--- config.mk ---
export PLATFORM = sky130hd
export DESIGN_NAME = bpct_mark
export DESIGN_NICKNAME = d
export VERILOG_FILES = /design/src/sv/bpct_pkg.sv /design/src/sv/bpct_mark.sv
export SDC_FILE = /design/constraint.sdc
export NUM_CORES = 1
export LEC_CHECK = 0
export ABC_AREA = 1
export BUFFER_PORTS_ARGS = -buffer_cell sky130_fd_sc_hd__buf_2
export CORE_ASPECT_RATIO = 0.7
export CORE_MARGIN = 5
export CORE_UTILIZATION = 46
export DETAILED_ROUTE_END_ITERATION = 7
export PLACE_DENSITY = 0.61
export SLEW_MARGIN = 20
export SYNTH_ARGS = -nofsm -noshare
export SYNTH_HDL_FRONTEND = slang
export SYNTH_SLANG_ARGS = --single-unit
--- constraint.sdc ---
create_clock -name clock -period 6.4 [get_ports clock]
set_input_delay 0 -clock clock [delete_from_list [all_inputs] [get_ports clock]]
set_output_delay 0 -clock clock [all_outputs]
set_load 0.01 [all_outputs]
--- src/sv/bpct_pkg.sv ---
`timescale 1ns / 1ps
// package for the binary prefix counter trie: operation codes, controller states,
// default sizes and the control structs between the trie modules
// no dependencies
package bpct_pkg;

   // default sizes, handed down to the top-level parameters
   localparam int KEY_BITS_DEF   = 8;
   localparam int COUNT_BITS_DEF = 16;

   // fixed port field widths
   localparam int OPERATION_W = 2;
   localparam int KEY_W       = 8;
   localparam int LEVEL_W     = 3;
   localparam int LEVEL_MAX_W = 16;

   typedef enum logic [OPERATION_W-1:0] {
      OP_INSERT = 2'd0,
      OP_FIND   = 2'd1,
      OP_CLEAR  = 2'd2,
      OP_NONE   = 2'd3
   } op_type;

   typedef enum logic [2:0] {
      ST_IDLE,
      ST_LAUNCH,
      ST_WALK,
      ST_WIPE,
      ST_FINISH
   } state_type;

   // link between neighboring level cells
   typedef struct packed {
      logic step;   // insert token for this level
      logic wipe;   // sweep write of zero at the shared sweep address
   } cell_ctl_type;

   // control of the key presence memory
   typedef struct packed {
      logic rd;
      logic wr;
      logic wipe;
   } mark_ctl_type;

endpackage

--- src/sv/bpct_mark.sv ---
`timescale 1ns / 1ps
// key presence memory: one mark per full key, registered read
// depends on bpct_pkg
module bpct_mark #(
   parameter int KEY_BITS = bpct_pkg::KEY_BITS_DEF
) (
   input  logic                   clock,
   input  logic                   reset,
   input  bpct_pkg::mark_ctl_type ctl_in,
   input  logic [KEY_BITS-1:0]    key_in,
   input  logic [KEY_BITS-1:0]    wipe_addr_in,
   output logic                   found_out
);
   import bpct_pkg::*;

   localparam int DEPTH = 1 << KEY_BITS;

   logic mem [DEPTH];
   logic found_ff;

   always_ff @(posedge clock) begin
      if (ctl_in.wipe) begin
         mem[wipe_addr_in] <= 1'b0;
      end else if (ctl_in.wr) begin
         mem[key_in] <= 1'b1;
      end
      if (ctl_in.rd) begin
         found_ff <= mem[key_in];
      end
   end

   assign found_out = found_ff;

`ifndef SYNTHESIS
   a_wr_not_wipe: assert property (@(posedge clock) disable iff (reset)
      ctl_in.wr |-> !ctl_in.wipe)
      else $error("mark write during sweep");

   a_rd_not_wr: assert property (@(posedge clock) disable iff (reset)
      ctl_in.rd |-> !ctl_in.wr && !ctl_in.wipe)
      else $error("mark read overlaps a write");

   a_rd_single: assert property (@(posedge clock) disable iff (reset)
      ctl_in.rd |=> !ctl_in.rd)
      else $error("back to back mark reads");
`endif

endmodule

# Yosys cells after proc, flatten, opt, wreduce, memory -nomap -nowiden
# Memories as Yosys holds them, arrays and structs flattened. A register that Yosys moved wholly into a read port is not among the register bits.
# Cells that the tools add are included.
# Widths: inputs -> output; s select.
[totals]
n_memories = 1
word_cells = 10
regBits = 0
out_inout_bits = 1
ram_bits = 256
[classes]
n_mux = 8
n_reduce_logical = 1
[mem_list]
columns = ["name", "words", "width", "read_ports", "rd_ports_with_merged_regs", "wr", "line_no", "text"]
rows = [
  ["mem", 256, 1, 1, 1, 1, "bpct_mark.sv:18", "logic mem [DEPTH];"],
]
[ops]
columns = ["cell", "count"]
rows = [
  ["$mux 8", 1],
  ["$mux 1", 7],
  ["$reduce_or 1->1", 1],
]

# Depth between registers and ports, before layout
# Gate-level depths: netlist of run 1.
[depth]
word_depth = 5
mapped_depth = 13
mapped_depth_nobuf = 11

# Worst setup path after synthesis of run 1
# OpenSTA, ideal clock, no wires.
[synth_timing]
path_type = "input to register"
start = "input port ctl_in[1] in the netlist's numbering"
end = "memory mem[198] (enable)"
stages = 9
slack_ns = 3.622
t_required_ns = 6.102
t_arrival_ns = 2.480
path_cell_list = "inv_2 > nor2_8 > inv_4 > o21ai_2 > inv_2 > nor2_4 > nand3_2 > buf_2 > nor2_1"
[synth_between]
elab_chain_len = 5
word_cells_on_any_way = 6
classes_between = "mux: 5; reduce/logical: 1"
[synth_lines]
columns = ["element", "line_no", "text"]
rows = [
  ["start, declared", "bpct_mark.sv:9", "input bpct_pkg::mark_ctl_type ctl_in,"],
  ["$mux 1 *", "bpct_mark.sv:24", "end else if (ctl_in.wr) begin"],
  ["$mux 1 *", "bpct_mark.sv:22", "if (ctl_in.wipe) begin"],
  ["$mux 1 (not written as such) *", "bpct_mark.sv:25", "mem[key_in] <= 1'b1;"],
  ["$reduce_or 1->1 (no source line)", "n/a", ""],
  ["$mux 8 (no source line) / $mux 1 (equally long branches)", "n/a", ""],
  ["end, declared", "bpct_mark.sv:18", ""],
]
# Every way passes the cells marked *; elsewhere a longest branch is shown, timed or not.

==> results of run 1 <==
-- state kept, by name, summed over array words and instances (netlist names) --
| name | flops |
|---|---|
| mem | 256 |
| found_out | 1 |
-- report_power, final --
group          internal [W]  switching [W]  leakage (nW)  total, W
registers           0.00186     0.00000172          2.02   0.00186
logic             0.0000680       0.000231          1.88  0.000299
clock network      0.000888       0.000620         0.409   0.00151
-- cell type report --
class / count / area [µm²]
fill: 2387 / 12590
tap: 331 / 414.1
clock inverter: 12 / 130.1
multi-input combinational: 859 / 3697
sequential: 257 / 7717
clock buffer: 34 / 701.9
inverter: 43 / 166.4
timing repair buffer: 33 / 205.2
-- layout by cell type (no fill, tap or decap) --
cell and instances:
edfxtp_1 257, o21ai_2 8, clkbuf_16 27, nand2_1 293, nor3_4 1, bufinv_16 3
nor2_4 5, buf_2 20, inv_4 2, nor2_8 1, inv_2 7, nor2_2 1
clkinv_2 5, dlygate4sd3_1 3, nor2_1 283, inv_1 33, clkinv_1 5, or2_1 8
buf_4 10, clkbuf_1 7, nand3_1 246, nand3_2 1, nand2_2 12
-- worst max-delay path: cells and delay by family --
family / cells / cell delay [ns]
buf+inv: 3 / 1.68
simple gates: 10 / 1.12
-- stage by stage --
step	instance area (µm²)	power, W	util, %	setup WS (ns)
floorplan	11960	0.002095	-	3.622
global placement	12170	0.002189	47.47	3.355
detailed placement	12170	0.002192	47.47	3.362
CTS	13040	0.003688	50.87	3.900
global route	13030	0.003799	50.85	3.673
finish	13030	0.003669	50.85	3.892
-- worst max-delay path by stage --
stage / from / end / slack (ns) / cells past startpoint
after global placement: key_in[0] / found_out$_DFFE_PP_ / 3.36 / 13
after CTS: key_in[0] / found_out$_DFFE_PP_ / 3.90 / 13
after global routing: key_in[0] / found_out$_DFFE_PP_ / 3.67 / 13
after detailed placement: key_in[0] / found_out$_DFFE_PP_ / 3.36 / 13
final: key_in[0] / found_out$_DFFE_PP_ / 3.89 / 13
after floorplan: ctl_in[1] / mem[198]$_DFFE_PP_ / 3.62 / 9
-- cells in the mapped netlist --
cell / count
clkinv_1: 1
nor3_4: 1
nor2_8: 1
nor2_2: 1
edfxtp_1: 257
o21ai_2: 8
nor2_4: 5
inv_2: 7
nand2_2: 12
inv_1: 34
clkbuf_1: 20
or2_1: 8
nor2_1: 283
nand3_2: 1
buf_2: 51
nand3_1: 246
buf_1: 14
inv_4: 1
nand2_1: 293
-- routing by layer --
| layer | share of wire (%) | track usage (%) | vias to the layer above |
|---|---|---|---|
| met5 | 0 | 0 | - |
| met4 | 2.7 | 5.563 | 0 |
| met3 | 8.3 | 3.391 | 65 |
| met2 | 44 | 31.84 | 338 |
| met1 | 45 | 32.78 | 4162 |
| li1 | - | - | 4100 |
-- kinds of logic after synthesis --
family	after synthesis	share of synthesized area, %
buffers and inverters	128	4.571
flip-flops	257	64.52
AO/OA/AOI/OAI	8	0.5858
AND/OR/NAND/NOR	851	30.32
==> flow_metrics.tcl, run 1 <==
set metrics [dict create \
    synth_area_um2 11960 \
    place_congestion 0.8648 \
    cts_resized 0 \
    num_rows 49 \
    finalCritPeriodShare_pct 39.18 \
    drt_iter0_drc 813 \
    p_per_area_nw_per_um2 281.5 \
    avgSynthCellArea_um2 9.615 \
    post-synth-top-area-cell "edfxtp_1" \
    slew_violations 0 \
    insertion_delay_ns 0.53 \
    ir_worst_vdd_mv 0.1982 \
    port_buffers 20 \
    status "complete, no violations" \
    clock_path_buffers 3 \
    fmax_mhz 398.8 \
    drv_cap 0 \
    criticalPathCategory "input pin to register" \
    worstMarginPinSlew_ns 0.9898 \
    first_pass_iters 5 \
    die_w_um 202.7 \
    dp_hpwl_um 16970 \
    ys_ff_latch 257 \
    worst-path-max-fanout 76 \
    globalRoute.totalOverflow 0 \
    synth.distinct_cells 19 \
    layout-drive-gt1-share_pct 8.320 \
    synth_nets 1265 \
    final_nets 1241 \
    slowest_delay_ns 0.72 \
    slew_headroom_pct 33.85 \
    setup_viol 0 \
    min_path_type "input pin to register" \
    setup_tns_ns 0 \
    reg2reg_from "mem[134]$_DFFE_PP_" \
    worstPathArrival_ns 2.87 \
    antenna_found_initial 1 \
    synthCells 1244 \
    die_h_um 144.9 \
    p_leak_nw 4.311 \
    routed_wl_um 31700 \
    finClkSkew_ns 0.009673 \
    grt_setup_unrepaired "no" \
    cts_sinks 257 \
    via_per_inst 5.523 \
    holdPathStages 4 \
    ys_seq_area_share_pct 64.52 \
    synth_area_leaders "edfxtp_1 65%, nand3_1 10%, nand2_1 9.2%" \
    worstReg2RegEnd "found_out$_DFFE_PP_" \
    hold_ws_ns 0.05705 \
    ioPinCount 22 \
    numCtsBuffers 26 \
    clockRootBuffer "clkbuf_16" \
    vias 8665 \
    drc 0 \
    grt_pass1_wl_um 48890 \
    rrSetupSlack_ns 4.72 \
    cts.clk_slew.worst_paths_ns 0.06 \
    crit_chain "buf_4 -> inv_4 -> buf_4 -> nand2_1 -> nand3_1 -> nand3_1 -> nand3_1 -> nand3_1 -> nand2_1 -> nand2_1 -> nand3_1 -> nand3_1 -> nand2_1" \
    dp_cells 1519 \
    worstRegToRegCells 10 \
    dieArea_um2 29380 \
    min_to "found_out$_DFFE_PP_" \
    ys.warnings.count 0 \
    drtAntennaViolNets 0 \
    wire_per_inst_um 20.20 \
    holdCritStartpoint "key_in[6]" \
    fp.coreArea_um2 25630 \
    synth_top_cell_area_share_pct 64.52 \
    cts_tree "done" \
    crit_path_end_kind "register" \
    period_needed_ns 2.508 \
    instances_no_fill 1569 \
    crit_top_cell "nand3_1" \
    hold_violations 0 \
    cp.required_ns 6.76 \
    htreeDepth 1 \
    antennaDiodeCount 0 \
    gr-usage-all-layers_pct 21.33 \
    ctsHoldBuffers 4 \
    slowest_stage "inv_4" \
    first_global_vias 8171 \
    syn_to_final_growth_pct 8.954 \
    cp-start-kind "input pin" \
    grt_max_degree 106 \
    cts_setup_buffers 0 \
    initial_core_util_pct 46.68 \
]
Power figures use the tool's default switching activity.
==> run 2, diff against run 1 <==
==> constraint.sdc (replaced) <==
create_clock -name clock -period 2.6 [get_ports clock]
set_input_delay 0 -clock clock [delete_from_list [all_inputs] [get_ports clock]]
set_output_delay 0 -clock clock [all_outputs]
set_load 0.01 [all_outputs]
==> run 2 against run 1 <==
Against the previous run:
- total power increased by 140%
- sequential power increased by 150%
- register-to-register slack got worse by 3.8 ns
- routed wire length increased by 0.97%
- combinational power increased to 2.7 times the previous value
- count of clock-buffer cells in the layout decreased by 4
- final cell count increased by 2.2%
- critical path type unchanged
- critical endpoint is now mem[188]$_DFFE_PP_
==> flow_metrics.tcl, run 2 (synthesized netlist as in run 1, its figures left out) <==
set metrics [dict create \
    antennaDiodeCount 0 \
    final_common_cell "nand2_1" \
    layout-drive-gt1-share_pct 13.98 \
    fp.coreArea_um2 25630 \
    worstMarginPinSlew_ns 0.5712 \
    ir_worst_vdd_mv 0.4552 \
    instances_no_fill 1604 \
    pwr-share-comb_pct 9.2 \
    insertion_delay_ns 0.52 \
    antenna_found_initial 0 \
    worst-path-max-fanout 15 \
    cp-start-kind "input pin" \
    grt_setup_unrepaired "no" \
    syn_to_final_growth_pct 11.98 \
    p_sw_w 0.002128 \
    fmax_mhz 470.7 \
    via_per_inst 5.545 \
    drtAntennaViolNets 0 \
    initial_core_util_pct 46.68 \
    clockRootBuffer "clkbuf_16" \
    first_pass_iters 6 \
    criticalPathCategory "input pin to register" \
    dieArea_um2 29380 \
    ioPinCount 22 \
    cts_sinks 257 \
    hold_violations 0 \
    vias 8894 \
    htreeDepth 1 \
    status "complete, no violations" \
    cp.required_ns 2.82 \
    die_w_um 202.7 \
    port_buffers 20 \
    routed_wl_um 32010 \
    worstPathArrival_ns 2.34 \
    die_h_um 144.9 \
    dp_hpwl_um 19240 \
    crit_chain "dlygate4sd3_1 -> buf_2 -> nor2_8 -> inv_4 -> o21ai_2 -> inv_2 -> nor2_1 -> nand2_1 -> nor2_1" \
    period_needed_ns 2.124 \
    setup_viol 0 \
    largest_register_ffs 256 \
    place_congestion 0.8754 \
    drt_iter0_drc 827 \
    numCtsBuffers 25 \
    p_int_w 0.006550 \
    slowest_stage "dlygate4sd3_1" \
    slew_violations 0 \
    first_global_vias 8312 \
    dp_cells 1555 \
    finClkSkew_ns 0.01112 \
    regMostFlops "mem" \
    grt_pass1_wl_um 48970 \
    crit_path_end_kind "register" \
    cts_tree "done" \
    cts.clk_slew.worst_paths_ns 0.06 \
    p_sw_share_pct 24.52 \
    final_nets 1276 \
    power_frac_clock_pct 38.1 \
    power_frac_seq_pct 52.8 \
    num_rows 49 \
    clock_path_buffers 3 \
    drc 0 \
    p_per_area_nw_per_um2 647.9 \
    grt_max_degree 68 \
    mostFrequentLayoutCells "290 x nand2_1, 257 x edfxtp_1, 246 x nor2_1, 246 x nand3_1, 41 x buf_4" \
    globalRoute.totalOverflow 0 \
    min_path_type "input pin to register" \
    cts_setup_buffers 0 \
    p_leak_nw 4.441 \
    fin_area_um2 13390 \
    drv_cap 0 \
    slowest_delay_ns 0.53 \
    power_w 0.008678 \
    slew_headroom_pct 61.78 \
    gr-usage-all-layers_pct 21.43 \
    setup_tns_ns 0 \
    wire_per_inst_um 19.95 \
    place_area_um2 12630 \
    crit_top_cell "nor2_1" \
    finalCritPeriodShare_pct 81.71 \
]
==> run 2: power by group through the flow <==
stage	combinational, W	clock, W	sequential, W
after floorplan	0.000512	0	0.00467
after global placement	0.000777	0	0.00467
after detailed placement	0.000784	0	0.00467
after CTS	0.000793	0.00335	0.00458
after global routing	0.000870	0.00353	0.00458
final	0.000795	0.00330	0.00458
==> run 2: what timing repair did <==
item,4_1_cts,5_1_grt
gates resized for setup,0,0
hold buffers,4,0
hold endpoints to repair,6,0
==> run 2: critical path, delay by kind of cell <==
kind            cells  cell delay (ns)
compound gates      1             0.25
simple gates        4             1.13
buf+inv             4             0.95
==> run 2: per-stage QoR <==
step / hold slack, ns / utilization, % / worst slack, ns
floorplan: 0.1125 / - / -0.1544
global placement: 0.2044 / 49.30 / 0.5129
detailed placement: 0.2057 / 49.30 / 0.4612
CTS: 0.03753 / 52.27 / 0.4927
global route: 0.06518 / 52.27 / 0.3769
finish: 0.07013 / 52.27 / 0.4755
==> run 2: routing by layer <==
layer  GRT usage [%]  up-vias  part of all wire, %
met1           31.45     4372                   45
met3           3.212       48                  7.8
met4           4.071        0                  1.8
li1                -     4174                    -
met5               0        -                    0
met2           34.56      300                   46
==> run 2: path summary, 6_finish.rpt <==
kind / slack [ns] / cells past startpoint / startpoint / to
setup reg to reg: 0.91 / 10 / mem[175]$_DFFE_PP_ / found_out$_DFFE_PP_
hold / removal: 0.07 / 4 / key_in[6] / found_out$_DFFE_PP_
setup / recovery: 0.48 / 9 / ctl_in[0] / mem[188]$_DFFE_PP_
hold reg to reg: 1.16 / 10 / mem[8]$_DFFE_PP_ / found_out$_DFFE_PP_
==> run 2: final cells by class <==
type | count | area [µm²]
fillers | 2393 | 12230
flip-flops and latches | 257 | 7717
multi-input cells | 859 | 3820
clock buffers | 30 | 644.4
repair buffers | 69 | 543.0
well taps | 331 | 414.1
inverters | 43 | 178.9
clock inverters | 15 | 76.32
