<file path="src/sv/bpct_pkg.sv">
`timescale 1ns / 1ps
// package for the binary prefix counter trie: operation codes, controller states,
// default sizes and the control structs between the trie modules
// no dependencies
package bpct_pkg;

   // default sizes, handed down to the top-level parameters
   localparam int KEY_BITS_DEF   = 8;
   localparam int COUNT_BITS_DEF = 16;

   // fixed port field widths
   localparam int OPERATION_W = 2;
   localparam int KEY_W       = 8;
   localparam int LEVEL_W     = 3;
   localparam int LEVEL_MAX_W = 16;

   typedef enum logic [OPERATION_W-1:0] {
      OP_INSERT = 2'd0,
      OP_FIND   = 2'd1,
      OP_CLEAR  = 2'd2,
      OP_NONE   = 2'd3
   } op_type;

   typedef enum logic [2:0] {
      ST_IDLE,
      ST_LAUNCH,
      ST_WALK,
      ST_WIPE,
      ST_FINISH
   } state_type;

   // link between neighboring level cells
   typedef struct packed {
      logic step;   // insert token for this level
      logic wipe;   // sweep write of zero at the shared sweep address
   } cell_ctl_type;

   // control of the key presence memory
   typedef struct packed {
      logic rd;
      logic wr;
      logic wipe;
   } mark_ctl_type;

endpackage

</file>
<file path="src/sv/bpct_cell.sv">
`timescale 1ns / 1ps
// one trie level: counter memory for the 2^LEVEL prefix nodes and the level maximum
// depends on bpct_pkg
module bpct_cell #(
   parameter int KEY_BITS   = bpct_pkg::KEY_BITS_DEF,
   parameter int COUNT_BITS = bpct_pkg::COUNT_BITS_DEF,
   parameter int LEVEL      = 0
) (
   input  logic                   clock,
   input  logic                   reset,
   input  bpct_pkg::cell_ctl_type ctl_in,
   input  logic [KEY_BITS-1:0]    key_in,
   input  logic [KEY_BITS-1:0]    wipe_addr_in,
   output bpct_pkg::cell_ctl_type ctl_out,
   output logic [KEY_BITS-1:0]    key_out,
   output logic [COUNT_BITS-1:0]  max_out
);
   import bpct_pkg::*;

   localparam int DEPTH = 1 << LEVEL;
   localparam int AW    = (LEVEL == 0) ? 1 : LEVEL;

   logic [COUNT_BITS-1:0] mem [DEPTH];
   logic [AW-1:0]         rd_idx;
   logic [AW-1:0]         wipe_idx;
   logic [AW-1:0]         addr_ff;
   logic [KEY_BITS-1:0]   key_ff;
   logic                  step_ff;
   logic [COUNT_BITS-1:0] count_ff;
   logic [COUNT_BITS-1:0] bump_in;
   logic [COUNT_BITS-1:0] max_ff;
   logic [COUNT_BITS-1:0] max_in;

   // node index is the top LEVEL bits of the key
   assign rd_idx   = AW'(key_in >> (KEY_BITS - LEVEL));
   assign wipe_idx = (LEVEL == 0) ? '0 : AW'(wipe_addr_in);

   // saturating increment of the node count read last cycle
   assign bump_in = (count_ff == '1) ? count_ff : count_ff + 1'b1;

   always_comb begin
      max_in = max_ff;
      if (ctl_in.wipe) begin
         max_in = '0;
      end else if (step_ff && (bump_in > max_ff)) begin
         max_in = bump_in;
      end
   end

   always_ff @(posedge clock) begin
      if (ctl_in.wipe) begin
         mem[wipe_idx] <= '0;
      end else if (step_ff) begin
         mem[addr_ff] <= bump_in;
      end
      if (ctl_in.step) begin
         count_ff <= mem[rd_idx];
      end
   end

   always_ff @(posedge clock) begin
      if (reset) begin
         step_ff <= 1'b0;
         max_ff  <= '0;
      end else begin
         step_ff <= ctl_in.step;
         max_ff  <= max_in;
      end
   end

   always_ff @(posedge clock) begin
      if (ctl_in.step) begin
         addr_ff <= rd_idx;
         key_ff  <= key_in;
      end
   end

   assign ctl_out.step = step_ff;
   assign ctl_out.wipe = ctl_in.wipe;
   assign key_out      = key_ff;
   assign max_out      = max_ff;

`ifndef SYNTHESIS
   a_no_wipe_in_walk: assert property (@(posedge clock) disable iff (reset)
      step_ff |-> !ctl_in.wipe)
      else $error("sweep collides with a counter update");

   a_single_token: assert property (@(posedge clock) disable iff (reset)
      step_ff |=> !step_ff)
      else $error("second insert token behind the first");

   a_max_monotone: assert property (@(posedge clock) disable iff (reset)
      !ctl_in.wipe |=> max_ff >= $past(max_ff))
      else $error("level maximum dropped without a clear");
`endif

endmodule

</file>
<file path="config.mk">
export PLATFORM = sky130hd
export DESIGN_NAME = bpct_cell
export DESIGN_NICKNAME = d
export VERILOG_FILES = /design/src/sv/bpct_pkg.sv /design/src/sv/bpct_cell.sv
export SDC_FILE = /design/constraint.sdc
export NUM_CORES = 1
export LEC_CHECK = 0
export BUFFER_PORTS_ARGS = -buffer_cell sky130_fd_sc_hd__buf_4
export CORE_MARGIN = 4
export CORE_UTILIZATION = 30
export CTS_BUF_LIST = sky130_fd_sc_hd__clkbuf_4 sky130_fd_sc_hd__clkbuf_8
export CTS_CLUSTER_DIAMETER = 200
export DETAILED_ROUTE_END_ITERATION = 8
export GPL_ROUTABILITY_DRIVEN = 1
export SKIP_LAST_GASP = 1
export SLEW_MARGIN = 20
export SYNTH_ARGS = -nofsm -noshare
export SYNTH_HDL_FRONTEND = slang
export SYNTH_SLANG_ARGS = --single-unit
</file>
<file path="constraint.sdc">
create_clock -name clock -period 4.9 [get_ports clock]
set_clock_uncertainty 0.15 [all_clocks]
set_input_delay 0.98 -clock clock [delete_from_list [all_inputs] [get_ports clock]]
set_output_delay 0.98 -clock clock [all_outputs]
set_load 0.01 [all_outputs]
</file>
== Yosys cells after proc, flatten, opt, wreduce, memory -nomap -nowiden ==
Memories as Yosys holds them, arrays and structs flattened. A register that Yosys moved wholly into a read port is not among the register bits.
Index checks and enable logic that the tools add are counted.
W data, S select, Z words.

* Add/sub/neg operators: 1
* Order comparisons: 1
* Equality and inequality tests: 1
* Mux-type cells: 8
* Reductions and logical operators: 3

{| class="wikitable"
|+ Operators by type and width
! operator !! number
|-
| $mux W16 || 2
|-
| $add A16 B1 Y16 const B || 1
|-
| $eq A16 B16 Y1 const B || 1
|-
| $gt A16 B16 Y1 || 1
|-
| $reduce_or A16 Y1 || 1
|-
| $mux W1 || 6
|-
| $reduce_or A2 Y1 || 1
|-
| $logic_and A1 B1 Y1 || 1
|}

* Register bits after elaboration: 25
* Memory bits (writable): 16
* Output and inout port bits: 26
* Logic and storage cells: 18
* Memories: 1

{| class="wikitable"
|+ Memory list
! memory !! depth !! width !! read ports !! clocked after Yosys merged registers in !! wr ports !! line !! RTL
|-
| mem || 1 || 16 || 1 || 1 || 1 || bpct_cell.sv:23 || <nowiki>logic [COUNT_BITS-1:0] mem [DEPTH];</nowiki>
|}

== Longest topological paths before layout ==
Gate-level depths: netlist (run 1).

* Word-level depth: 5
* Mapped depth: 14

== Least setup slack after synthesis (run 1) ==
No wires, ideal clock.

* Kind: reg2reg
* Start point: register count_ff[0] (read register of mem)
* End point: register max_ff[15] (netlist: max_out[15])
* Setup time: 121 ps
* Arrival time: 3267 ps
* Slack: 1362 ps
* Cell stages (with the launch flop): 14
* Path through: edfxtp_1 ha_1 nand3_1 or4_4 buf_6 o21ai_1 xor2_1 inv_1 ha_1 nand2_1 or3_1 and3_1 a31oi_4 mux2_2

* Word-level cells in the longest chain between the ends: 4
* Elaborated cells between the ends (all ways): 5
* Classes of those cells: add/sub: 1; order compare: 1; eq/ne: 1; mux: 1; reduce/logical: 1

{| class="wikitable"
|+ Ends and longest elaborated chain
! item !! line !! RTL
|-
| from (decl) || bpct_cell.sv:29 || <nowiki>logic [COUNT_BITS-1:0] count_ff;</nowiki>
|-
| $add A16 B1 Y16 / $eq A16 B16 Y1 (equally long branches) || bpct_cell.sv:39 || <nowiki>assign bump_in = (count_ff == '1) ? count_ff : count_ff + 1'b1;</nowiki>
|-
| $mux W16 * || bpct_cell.sv:39 ||
|-
| net bump_in[11] || bpct_cell.sv:30 || <nowiki>logic [COUNT_BITS-1:0] bump_in;</nowiki>
|-
| $gt A16 B16 Y1 * || bpct_cell.sv:45 || <nowiki>end else if (step_ff && (bump_in > max_ff)) begin</nowiki>
|-
| $logic_and A1 B1 Y1 * || bpct_cell.sv:45 ||
|-
| to (signal assigned) || bpct_cell.sv:67 || <nowiki>max_ff <= max_in;</nowiki>
|-
| to (decl) || bpct_cell.sv:31 || <nowiki>logic [COUNT_BITS-1:0] max_ff;</nowiki>
|}

The timed path passes the listed nets; every way through them passes the cells marked *.
A chain may end at the register's enable or synchronous reset.

== Worst setup path after layout (run 1) ==
* Start point: register count_ff[0] (read register of mem)
* End point: register max_ff[5] (netlist: max_out[5])

Same word-level chain as after synthesis.

==> results of run 1 <==
cell type report:
type	count	area, sq um	share of cell area (%)
multi-input combinational	182	1290	35.9
clock buffer	9	124	3.44
inverter	24	90.1	2.50
timing repair buffer	39	293	8.12
tap	133	166	4.62
sequential	57	1540	42.8
clock inverter	7	95.1	2.64
power by group through the flow:
| stage | sequential [mW] | clock (mW) | combinational (mW) |
|---|---|---|---|
| floorplan | 0.572 | 0 | 0.0740 |
| global placement | 0.572 | 0 | 0.119 |
| detailed placement | 0.572 | 0 | 0.121 |
| CTS | 0.562 | 0.502 | 0.122 |
| global route | 0.565 | 0.524 | 0.134 |
| finish | 0.562 | 0.484 | 0.120 |
per-stage QoR:
stage / worst slack, ns / std cells
after global routing: 0.575 / 451
after floorplan: 1.36 / 271
final: 0.833 / 451
after detailed placement: 0.846 / 435
after global placement: 0.919 / 435
after CTS: 0.819 / 451
registers in the layout, indices dropped and copies added, names as in the netlist:
signal and flops:
step_ff 1, max_out 16, key_out 8, mem 16, count_ff 16
synthesized netlist by cell type, drive strengths merged (4+ instances only):
master,instances,area share (%)
o211ai,6,2.0
mux2,4,1.5
nand4,10,2.8
edfxtp,40,40
dfxtp,17,11
a21oi,12,2.0
or3,4,0.84
buf,5,1.4
nor4,4,1.3
nor2b,10,2.1
nand2,33,4.1
ha,17,7.1
nor3,7,1.2
o21ai,8,1.3
nor2,13,1.6
mux2i,11,3.7
nand3,7,1.2
and3,4,0.84
inv,24,3.0
cell families after synthesis:
logic type / Yosys count / share of synthesized area, %
adder cells (fa/ha/maj): 17 / 7.12
AO/OA/AOI/OAI: 45 / 11.5
flip-flops: 57 / 51.6
AND/OR/NAND/NOR: 102 / 18.7
buffers and inverters: 32 / 5.11
XOR/XNOR: 3 / 0.879
multiplexers: 15 / 5.19
per-layer routing:
metal / GRT usage [%] / vias to the layer above
met3: 2.76 / 22
met1: 13.8 / 1002
met5: 0 / -
met4: 6.40 / 0
met2: 18.4 / 51
li1: - / 1084
path summary, 6_finish.rpt:
check                               start                 endpoint  cells past startpoint
hold reg to reg   mem[0][7]$_SDFFCE_PN0P_    count_ff[7]$_DFFE_PP_                      0
hold / removal    mem[0][7]$_SDFFCE_PN0P_    count_ff[7]$_DFFE_PP_                      0
setup / recovery    count_ff[0]$_DFFE_PP_  max_out[5]$_SDFFE_PP0P_                     13
setup reg to reg    count_ff[0]$_DFFE_PP_  max_out[5]$_SDFFE_PP0P_                     13
==> results.md, run 1 <==
- The pin slew with the least headroom to its limit is 1.00 ns.
- The detailed-placement wirelength estimate is 4.65 mm.
- The total routed wirelength is 6.45 mm.
- The leading cell type in the layout, fill and taps excluded is edfxtp_1.
- The path class of the tightest hold or removal check is flop to flop.
- Sequential elements use 51.6% of the synthesized area.
- The clock-pin slew on the worst setup and hold paths is 0.07 ns.
- Measured against its own limit, the worst slew margin works out to 32.8%.
- Setup repair after global routing left no endpoint under its margin.
- The first global-routing pass estimated 10.0 mm of wire.
- The CTS root buffer is clkbuf_8.
- For this run, the total global-route usage over all layers was measured as 11.4%.
- The cell family contributing the most delay on the critical path is simple AND/OR/NAND/NOR gates.
- Once the clock tree was built, the resizer swapped 0 gates to a different size.
- The maximum VDD drop is 0.000120 V.
- For this run, the top clock speed supported by timing is 0.246 GHz.
- Routability-driven placement finished with a final weighted congestion of 0.872.
- Buffers inserted to repair hold after CTS numbered 0.
- The number of max-cap violations is 0.
- The final hold slack is 0.263 ns.
- After clock tree synthesis, the setup repair step added 0 buffers.
- The number of top-level design ports is 46.
- The power share of the combinational group is 10.3%.
- The number of antenna diodes in the final layout is 0.
- The count of TritonRoute iterations in the first routing pass is 4.
- The fill cell instance count of the final layout is 1002.
- The CTS buffer count is 9.
- In the routed design, unresolved DRC markers number 0.
- The overall power is 1.17 mW.
- The number of failing hold endpoints at the final stage is 0.
- The number of buffers and inverters on the critical path is 2.
- The via count of the first global-routing pass is 2046.
- The highest signal layer in the routed design is met4.
- The number of rows in the core area is 36.
- The gate count after technology mapping is 271.
- Dividing the synthesized area by the synthesized cell count gives 11.0 sq um.
- The count of routing violations after the opening detailed-route iteration is 154.
- For this run, asynchronously set or reset flops after synthesis account for 0%.
- The effective utilization at floorplan is 30.7%.
- From synthesis to final layout, the design area changed by 20.6%.
- The area after detailed placement is 3390 sq um.
- STA classifies the critical path startpoint as a flop.
- For this run, the post-layout net count is 350.
- The net switching component of the power is 0.284 mW.
- During synthesis, Yosys emitted a total of 0 warnings.
- The proportion of layout cells with a drive suffix above 1 is 21.7%.
- The final cycle utilization of the critical path is 83.0%.
- The number of nets in the synthesized netlist is 308.
- The share of total power in sequential cells is 48.2%.
- The switching share of power is 24.4%.
- The cell leakage power is 1.37 nW.
- Synthesis instantiated 50 different standard cells from the library.
- The class of the most critical setup path is flop to flop.
- The detailed router put a total of 2.90 mm of wire on met1.
- In the synthesized netlist the dominant register cell turns out to be edfxtp_1.
- In this run the power density over the cells is 323 nW/um^2.
- The die outline width is 108 um.
- The endpoint type of the worst setup path is a flop.
- The most frequent cell on the critical path is ha_1.
- Setup slack on the worst reg-to-reg path comes out at 0.83 ns.
- Synthesis inferred 57 register bits.
- In this design, the stage delay of the slowest critical-path cell is 0.56 ns.
- The count of final max-slew check failures is 0.
- The critical path data required time is 5.02 ns.
- The clock sink count is 57.
- The buffer levels on the longest clock path is 2.
- The detailed-routed wire length on met3 is 303 um.
- The detailed route wirelength on metal2 is 3.03 mm.
- Once detail routing completed, the nets flagged for antenna violations numbered 0.
- Leaving out fill and tap cells, the most frequent cells in the layout are edfxtp_1 (40), buf_4 (39), nand2_1 (33).
- Using the TritonRoute via totals, the vias-per-cell ratio works out to 4.79.
- The arrival time at the worst endpoint is 4.19 ns.
- The setup violation total in the final timing report is 0.
- During placement, the flow inserted port buffers numbering 37.
- The setup TNS after final layout is 0 ns.
- Internal power comes to 0.881 mW.
- The maximum level of the CTS H-tree is 3.
- Clock latency on the worst-skew pair, taken at its later pin, is 0.34 ns.
- The die covers 11600 sq um.
- The TritonCTS clock tree is done.
- The slowest stage of the critical path is the or4_4 cell.
- The area of the core region is 9730 sq um.
- For this run, the share of the core covered by cells in the final layout is 37.0%.
- The number of antenna violations at the first check in global routing was 0.
- The global-route congestion overflow total is 0.
- The critical path goes through ha_1 > nand3_1 > or4_4 > o21ai_1 > xor2_1 > inv_1 > ha_1 > nand2_1 > or3_1 > and3_1 > a31oi_4 > buf_4 > mux2i_1.
- The area of all placed cells without fillers is 3600 sq um.
- The clock period could shrink to 4.07 ns.
- In this run, synthesis inferred 40 flip-flops with an integrated enable.
- The run finished with clean final reports.
- Entering global routing, the biggest net connects 26 pins.
- Per report_power, the clock group accounts for 41.5% of the total.
- The total number of vias is 2159.
- After synthesis the cells add up to 2990 sq um.
- The largest driver fanout on the critical path is 9.
- In the final routed layout, each cell accounts on average for 14.3 um.
- The height of the die is 108 um.
Power figures use the tool's default switching activity.
==> run 2, diff against run 1 <==
--- a/config.mk
+++ b/config.mk
@@ -5,6 +5,7 @@
 export SDC_FILE = /design/constraint.sdc
 export NUM_CORES = 1
 export LEC_CHECK = 0
+export ABC_AREA = 1
 export BUFFER_PORTS_ARGS = -buffer_cell sky130_fd_sc_hd__buf_4
 export CORE_MARGIN = 4
 export CORE_UTILIZATION = 30
==> constraint.sdc (replaced) <==
create_clock -name clock -period 3.69 [get_ports clock]
set_clock_uncertainty 0.15 [all_clocks]
set_input_delay 0.738 -clock clock [delete_from_list [all_inputs] [get_ports clock]]
set_output_delay 0.738 -clock clock [all_outputs]
set_load 0.01 [all_outputs]
==> run 2 against run 1 <==
- worst setup slack got worse by 0.35 ns
- synthesized cell count rose by 23%
- critical path depth rose by 6
- register-to-register slack got worse by 0.35 ns
- first-iteration DRC count fell by 52%
- largest power group unchanged
- largest cell class unchanged
- clock power rose by 44%
- power rose by 39%
==> results.md, run 2 <==
- Summed over its instances, the top area cell type makes up 40.7% of the synthesized netlist area.
- The power per cell area is 450 nW/um^2.
- The number of rows in the core area is 35.
- The launching point of the worst reg2reg path is count_ff[0]$_DFFE_PP_.
- The net count of the finished layout is 412.
- In this run, post-CTS hold repair placed 0 buffers.
- After synthesis, the cell types taking the most area are edfxtp_1 (41%), dfxtp_1 (12%), nand2_1 (9.7%).
- The most frequent cell on the critical path is nand2_1.
- The first global-routing pass estimated 9.67 mm of wire.
- The maximum level of the CTS H-tree is 3.
- In this run, the clock network consumes 43.1% of the power.
- Walking the worst path, the cells encountered are ha_1 > nand2_2 > nor2_2 > nand4_1 > nand2_1 > nand2_1 > nand2_1 > inv_2 > ha_1 > nand2_1 > nand2_1 > nand3_1 > nand2_1 > a21oi_1 > nand2_2 > nand2_4 > nand2_1 > nand2_1 > nor2_1.
- Clock tree synthesis selected as its root buffer the cell clkbuf_8.
- The fill cell instance count of the final layout is 947.
- The number of unique standard cell types used by synthesis is 28.
- 0 antenna diodes ended up in the layout.
- The number of max-cap violations is 0.
- The routed length per instance is 11.3 um.
- The tightest min-delay check is of the flop to flop type.
- The worst setup margin is 0.486 ns.
- The setup TNS after final layout is 0 ns.
- In the finished design, the share of the clock period the worst path needs comes to 86.8%.
- The count of TritonRoute iterations in the first routing pass is 4.
- The cell-internal power is 1.25 mW.
- The footprint of the multi-input gates is 1200 sq um.
- Counting every net in the synthesized netlist gives 369.
- Net switching is 23.1% of the power.
- The register area is 1540 sq um.
- The sequential fraction of the synthesis area is 52.2%.
- The effective utilization at floorplan is 31.4%.
- The number of top-level design ports is 46.
- The arrival time at the worst endpoint is 3.28 ns.
- The total number of vias is 2185.
- Buffers inserted during clock tree synthesis total 9.
- Ranked by instance count, the synthesized netlist is headed by nand2_1 (76), nor2_1 (63), inv_1 (42).
- Leaving out fill and tap cells, the most frequent cells in the layout are nand2_1 (76), nor2_1 (62), inv_1 (42).
- Entering global routing, the biggest net connects 27 pins.
- The net switching component of the power is 0.375 mW.
- The clock-pin slew on the worst setup and hold paths is 0.07 ns.
- After global routing the overflow that remains totals 0.
- The number of design rule violations left after detail routing is 0.
- For this design, the slowest cell found on the critical path is edfxtp_1.
- The growth of design area from synthesis to finish is 22.1%.
- The count of buffers added on input and output ports is 37.
- The TritonCTS clock tree is done.
- The cell with the most instances after synthesis is nand2_1.
- Synthesis produced a netlist whose cell count is 332.
- The post-route netlist has 22.9% of its cells at a drive strength greater than 1.
- The remaining antenna violation count after routing is 0.
- The flop and latch count out of synthesis is 57.
- The cell area that synthesis handed to floorplanning was 2950 sq um.
- The cell leakage power is 1.67 nW.
- Per report_power, the combinational group accounts for 11.0% of the total.
- The setup violation total in the final timing report is 0.
- In the synthesized netlist the dominant register cell turns out to be edfxtp_1.
- The most critical setup path has its startpoint at count_ff[0]$_DFFE_PP_.
- The pin slew with the least headroom to its limit is 0.684 ns.
- The average instance in the mapped netlist occupies 8.89 sq um.
- After layout, the minimum clock period comes to 3.20 ns.
- The buffer levels on the longest clock path is 2.
- The floorplan step defined a die boundary enclosing 11500 sq um.
- The count of final max-slew check failures is 0.
- Data on the critical path is required at its endpoint by 3.77 ns.
- Using the TritonRoute via totals, the vias-per-cell ratio works out to 4.29.
- Routability-driven placement finished with a final weighted congestion of 0.807.
- On the worst path, the slowest cell contributes a delay of 0.49 ns.
- The height of the die is 107 um.
- The flow ran to the end, and the final reports show no timing, DRC or antenna violations.
- The source-to-sink clock delay at the later pin of the worst-skew pair is 0.33 ns.
- The largest area contributor in the netlist is edfxtp_1.
- The first routing iteration left 74 violations.
- The die outline width is 107 um.
- STA classifies the critical path endpoint as a flop.
- The area of the core region is 9420 sq um.
- Setup repair after global routing left no endpoint under its margin.
- The number of synthesized flops with an enable pin is 40.
- The share of synthesized flip-flops with an asynchronous set or reset is 0%.
- Leaving out fill and tap cells, the most frequent cell in the layout is nand2_1.
- The final layout contains routed wiring with a total length of 5.77 mm.
- The number of antenna violations at the first check in global routing is 0.
- STA classifies the critical path startpoint as a flop.
- For this run, the total global-route usage over all layers was measured as 10.9%.
- The number of warnings issued by yosys is 0.
- Headroom to the max-slew limit came out at 54.4%.
- The class of the most critical setup path is flop to flop.
- The wire-length estimate of the detail-placed layout is 4.30 mm.
- Across the VDD grid, the largest voltage drop is 0.000217 V.
- The startpoint of the worst hold path is mem[0][15]$_SDFFCE_PN0P_.
- Sequential cells burn 46.0% of the power.
- The number of failing hold endpoints at the final stage came to 0.
- Before CTS, the worst setup slack after placement is 0.328 ns.
- The via count of the first global-routing pass is 2050.
- The clock sink count is 57.
- Of all nets on the critical path, the largest fanout is 26.
- Based on the critical path, the design can be clocked at up to 0.312 GHz.
-- run 2: cell count changes in the layout (fill, tap and decap cells not counted), sizes merged, moves of 8 or more --
cell	previous run	this run
nand4	10	2
inv	24	47
mux2i	11	0
nand2	33	84
nor2	13	75
nor2b	10	0
-- run 2: final timing paths --
path / cells after the start / to / slack, ns
max: 19 / max_out[3]$_SDFFE_PP0P_ / 0.49
min: 0 / count_ff[15]$_DFFE_PP_ / 0.26
max reg2reg: 19 / max_out[3]$_SDFFE_PP0P_ / 0.49
min reg2reg: 0 / count_ff[15]$_DFFE_PP_ / 0.26
-- run 2: power groups by stage --
| stage | clock (mW) | sequential, mW | combinational (mW) |
|---|---|---|---|
| finish | 0.699 | 0.746 | 0.178 |
| floorplan | 0 | 0.762 | 0.113 |
| CTS | 0.722 | 0.746 | 0.180 |
| global route | 0.747 | 0.750 | 0.204 |
| detailed placement | 0 | 0.760 | 0.178 |
| global placement | 0 | 0.759 | 0.176 |
-- run 2: critical path, delay by kind of cell, from the launching register on --
family | cells | cell delay (ns)
AOI/OAI and AO/OA | 1 | 0.17
and+or+nand+nor | 15 | 1.66
buffers and inverters | 1 | 0.05
adders and majority gates | 2 | 0.58
DFF | 1 | 0.49
-- run 2: what timing repair did --
item                                    4_1_cts  5_1_grt
endpoints found under the setup margin        0        5
setup buffers                                 0        0
resized for setup                             0        1
-- run 2: cell families after synthesis --
logic type,synth area share [%]
adder cells (fa/ha/maj),7.20
buffers and inverters,7.37
AND/OR/NAND/NOR,26.4
XOR/XNOR,2.71
flip-flops,52.2
AO/OA/AOI/OAI,4.07
-- run 2: area by class of cell --
class / count / share of cell area, %
Clock buffer: 14 / 5.00
Sequential cell: 57 / 42.7
Timing Repair Buffer: 38 / 7.91
Multi-Input combinational cell: 222 / 33.3
Inverter: 47 / 4.89
Tap cell: 129 / 4.48
Clock inverter: 2 / 1.67
-- run 2: per-layer routing --
metal  track usage [%]  vias to the layer above  part of all wire [%]
met4              4.66                        0                   1.5
met1              13.8                      986                    47
met2              16.9                       54                    44
li1                  -                     1138                     -
met3              3.43                        7                   7.1
met5                 0                        -                     0
-- run 2: per-stage QoR --
stage	cell area (sq um)	power, mW	hold WS [ns]	instances	util (%)
floorplan	2950	0.875	0.250	332	-
global placement	3360	0.935	0.251	493	35.7
detailed placement	3360	0.938	0.255	493	35.7
CTS	3600	1.65	0.262	509	38.2
global route	3610	1.70	0.266	509	38.3
finish	3610	1.62	0.265	509	38.3
==> run 3, diff against run 2 <==
--- a/config.mk
+++ b/config.mk
@@ -6,12 +6,12 @@
 export NUM_CORES = 1
 export LEC_CHECK = 0
 export ABC_AREA = 1
-export BUFFER_PORTS_ARGS = -buffer_cell sky130_fd_sc_hd__buf_4
 export CORE_MARGIN = 4
 export CORE_UTILIZATION = 30
 export CTS_BUF_LIST = sky130_fd_sc_hd__clkbuf_4 sky130_fd_sc_hd__clkbuf_8
 export CTS_CLUSTER_DIAMETER = 200
 export DETAILED_ROUTE_END_ITERATION = 8
+export DONT_BUFFER_PORTS = 1
 export GPL_ROUTABILITY_DRIVEN = 1
 export SKIP_LAST_GASP = 1
 export SLEW_MARGIN = 20
==> constraint.sdc (replaced) <==
create_clock -name clock -period 3.69 [get_ports clock]
set_clock_uncertainty 0.15 [all_clocks]
set_input_delay 0.1845 -clock clock [delete_from_list [all_inputs] [get_ports clock]]
set_output_delay 0.1845 -clock clock [all_outputs]
set_load 0.01 [all_outputs]
==> run 3 against run 2 <==
- wire length up 5.3%
- worst setup slack got worse by 0.12 ns
- first-iteration DRC count fell by 5.4%
- sequential power is 1% higher
- power fell by 2.4%
- clock power down 3.9%
- register-to-register slack got worse by 0.12 ns
- critical endpoint is now max_out[15]$_SDFFE_PP0P_
- highest routed layer unchanged
==> results.md, run 3 (synthesized netlist as in run 2, its figures left out) <==
- The final cycle utilization of the critical path is 90.2%.
- The worst register-to-register path begins at count_ff[0]$_DFFE_PP_.
- The class of the most critical setup path is flop to flop.
- The height of the die is 107 um.
- CTS built an H-tree with a depth of 3.
- After the first detailed-routing iteration, the DRC count stood at 70.
- The library cells used most frequently in the layout, excluding fill and tap cells, are nand2_1 (76), nor2_1 (62), inv_1 (42).
- Once layout is complete, the utilization of the core stands at 36.9%.
- The first detailed-routing pass took 4 iterations.
- The cell leakage power is 1.54 nW.
- The global-route congestion overflow total is 0.
- The placer congestion estimate is 0.756.
- The via count of the first global-routing pass came to 2218.
- The number of max-cap violations is 0.
- TritonCTS built the clock tree.
- The proportion of layout cells with a drive suffix above 1 is 14.0%.
- The area of all placed cells without fillers is 3480 sq um.
- The total number of vias is 2139.
- The global routing usage summed across all routing layers is 11.4%.
- Counting the buffers created by CTS gives 9.
- In this run the standard cell core region covers 9420 sq um.
- The maximum VDD drop is 0.000235 V.
- Clock latency on the worst-skew pair, taken at its later pin, is 0.34 ns.
- At the pin with the least slew margin, the transition time is 0.577 ns.
- The classification of the worst-slack hold path is input pin to output port.
- In this run the post-CTS setup repair buffer count came out at 0.
- Relative to the synthesized area, the layout overhead comes to 17.8%.
- The number of design rule violations left after detail routing is 0.
- The run finished with clean final reports.
- The floorplan has 35 rows.
- The total routed wirelength is 6.08 mm.
- Along the worst path, the maximum fanout reaches 26.
- The number of top-level design ports is 46.
- The number of antenna violations at the first check in global routing came to 0.
- Setup violations remaining at the end of the flow were counted as 0.
- The cell total after placement is 455.
- STA puts the critical path data arrival time at 3.45 ns.
- The pin count of the biggest net entering global routing is 27.
- The worst hold path terminates at ctl_out[0].
- The final antenna diode count is 0.
- The remaining antenna violation count after routing is 0.
- The die covers 11500 sq um.
- Measured along the x axis, the die boundary spans 107 um.
- The worst setup margin is 0.362 ns.
- The cell count of the worst reg-to-reg path is 16.
- The buffer levels on the longest clock path is 2.
- Summed over all failing endpoints, the final setup total negative slack is 0 ns.
- The wire-length estimate of the detail-placed layout is 4.23 mm.
- Counting every sink on the clock net gives 57.
- The worst setup slack before clock tree synthesis is 0.275 ns.
- The overall power is 1.58 mW.
- The worst setup path is captured at a flop.
- For this design the ratio of total power to cell area is 456 nW/um^2.
- The startpoint of the worst hold path is ctl_in[0].
- Data on the critical path is required at its endpoint by 3.81 ns.
- The tightest hold path in the finished design has a slack of 0.219 ns.
- The leading cell type in the layout, fill and taps excluded is nand2_1.
- The number of failing hold endpoints at the final stage came to 0.
- For this run, the number of standard cells in the final layout without fillers is 487.
- In this run the tool buffered the top-level ports with 0 buffer cells.
- The maximum frequency from static timing analysis is 0.300 GHz.
- The setup slack of the worst register-to-register path is 0.36 ns.
- The routed length per instance is 12.5 um.
- The area after detailed placement is 3070 sq um.
- After filler insertion, the fill cell instance count of the layout stands at 964.
- The element type at the critical path start is a flop.
- In this run the clock root is driven by a clkbuf_8.
- In this run the critical register-to-register path is captured at max_out[15]$_SDFFE_PP0P_.
- The minimum period implied by the final worst setup slack is 3.33 ns.
- The effective utilization at floorplan is 31.4%.
- The layout net count is 390.
- The count of final max-slew check failures is 0.
- Clock-pin slew was measured on the worst setup and hold paths at 0.08 ns.
- In the routed layout, each cell is associated on average with a via count of 4.39.
- The first global-routing pass estimated 10.2 mm of wire.
- The hold-critical path depth is 0.
- The worst relative slew slack is 61.4%.
- Setup repair after global routing left no endpoint under its margin.
-- run 3: layout make-up --
cell class	count	area, sq um	area share (%)
Sequential cell	57	1540	44.3
Multi-Input combinational cell	222	1200	34.5
Inverter	47	176	5.07
Timing Repair Buffer	16	170	4.89
Tap cell	129	161	4.64
Clock buffer	10	138	3.96
Clock inverter	6	88.8	2.55
-- run 3: how the worst max path moves through the flow --
| stage | start | to | slack (ns) | cells after the start |
|---|---|---|---|---|
| 2_1_floorplan | count_ff[0]$_DFFE_PP_ | max_out[5]$_SDFFE_PP0P_ | 0.91 | 21 |
| 3_3_place_gp | count_ff[0]$_DFFE_PP_ | max_out[7]$_SDFFE_PP0P_ | 0.38 | 19 |
| 3_5_place_dp | count_ff[0]$_DFFE_PP_ | max_out[9]$_SDFFE_PP0P_ | 0.28 | 16 |
| 4_1_cts | count_ff[0]$_DFFE_PP_ | max_out[15]$_SDFFE_PP0P_ | 0.23 | 16 |
| 6_report | count_ff[0]$_DFFE_PP_ | max_out[15]$_SDFFE_PP0P_ | 0.36 | 16 |
| 5_1_grt | count_ff[0]$_DFFE_PP_ | max_out[2]$_SDFFE_PP0P_ | 0.02 | 18 |
-- run 3: worst max-delay path, cell delays in order, from the launching register on --
cell and delay [ns]:
edfxtp_1 0.51, ha_1 0.29, nand2_2 0.11, nor2_2 0.24, nand3_2 0.15, o21ai_1 0.35
inv_1 0.09, ha_1 0.29, nand2_1 0.06, nor2_1 0.05, nand2_1 0.10, nor2_1 0.08
nor2_2 0.28, nand2_4 0.24, nand2_1 0.12, nand2_1 0.06, nor2_1 0.09
-- run 3: where the power goes --
group,internal [mW],total [mW],leakage (nW),switching (mW)
registers,0.725,0.755,0.549,0.0302
clock network,0.401,0.672,0.117,0.271
logic,0.0607,0.157,0.877,0.0968
-- run 3: routing by layer --
layer  GRT usage, %  vias to the layer above  part of all wire (%)
met4           4.29                        0                   1.5
met2           18.4                       52                    47
met5              0                        -                     0
met1           13.6                      980                    46
li1               -                     1097                     -
met3           4.76                       10                   5.7
-- run 3: what timing repair did --
| item | CTS | global route |
|---|---|---|
| gates resized for setup | 0 | 1 |
| hold endpoints to repair | 34 | 15 |
| hold buffers | 13 | 3 |
| setup endpoints to repair | 0 | 13 |
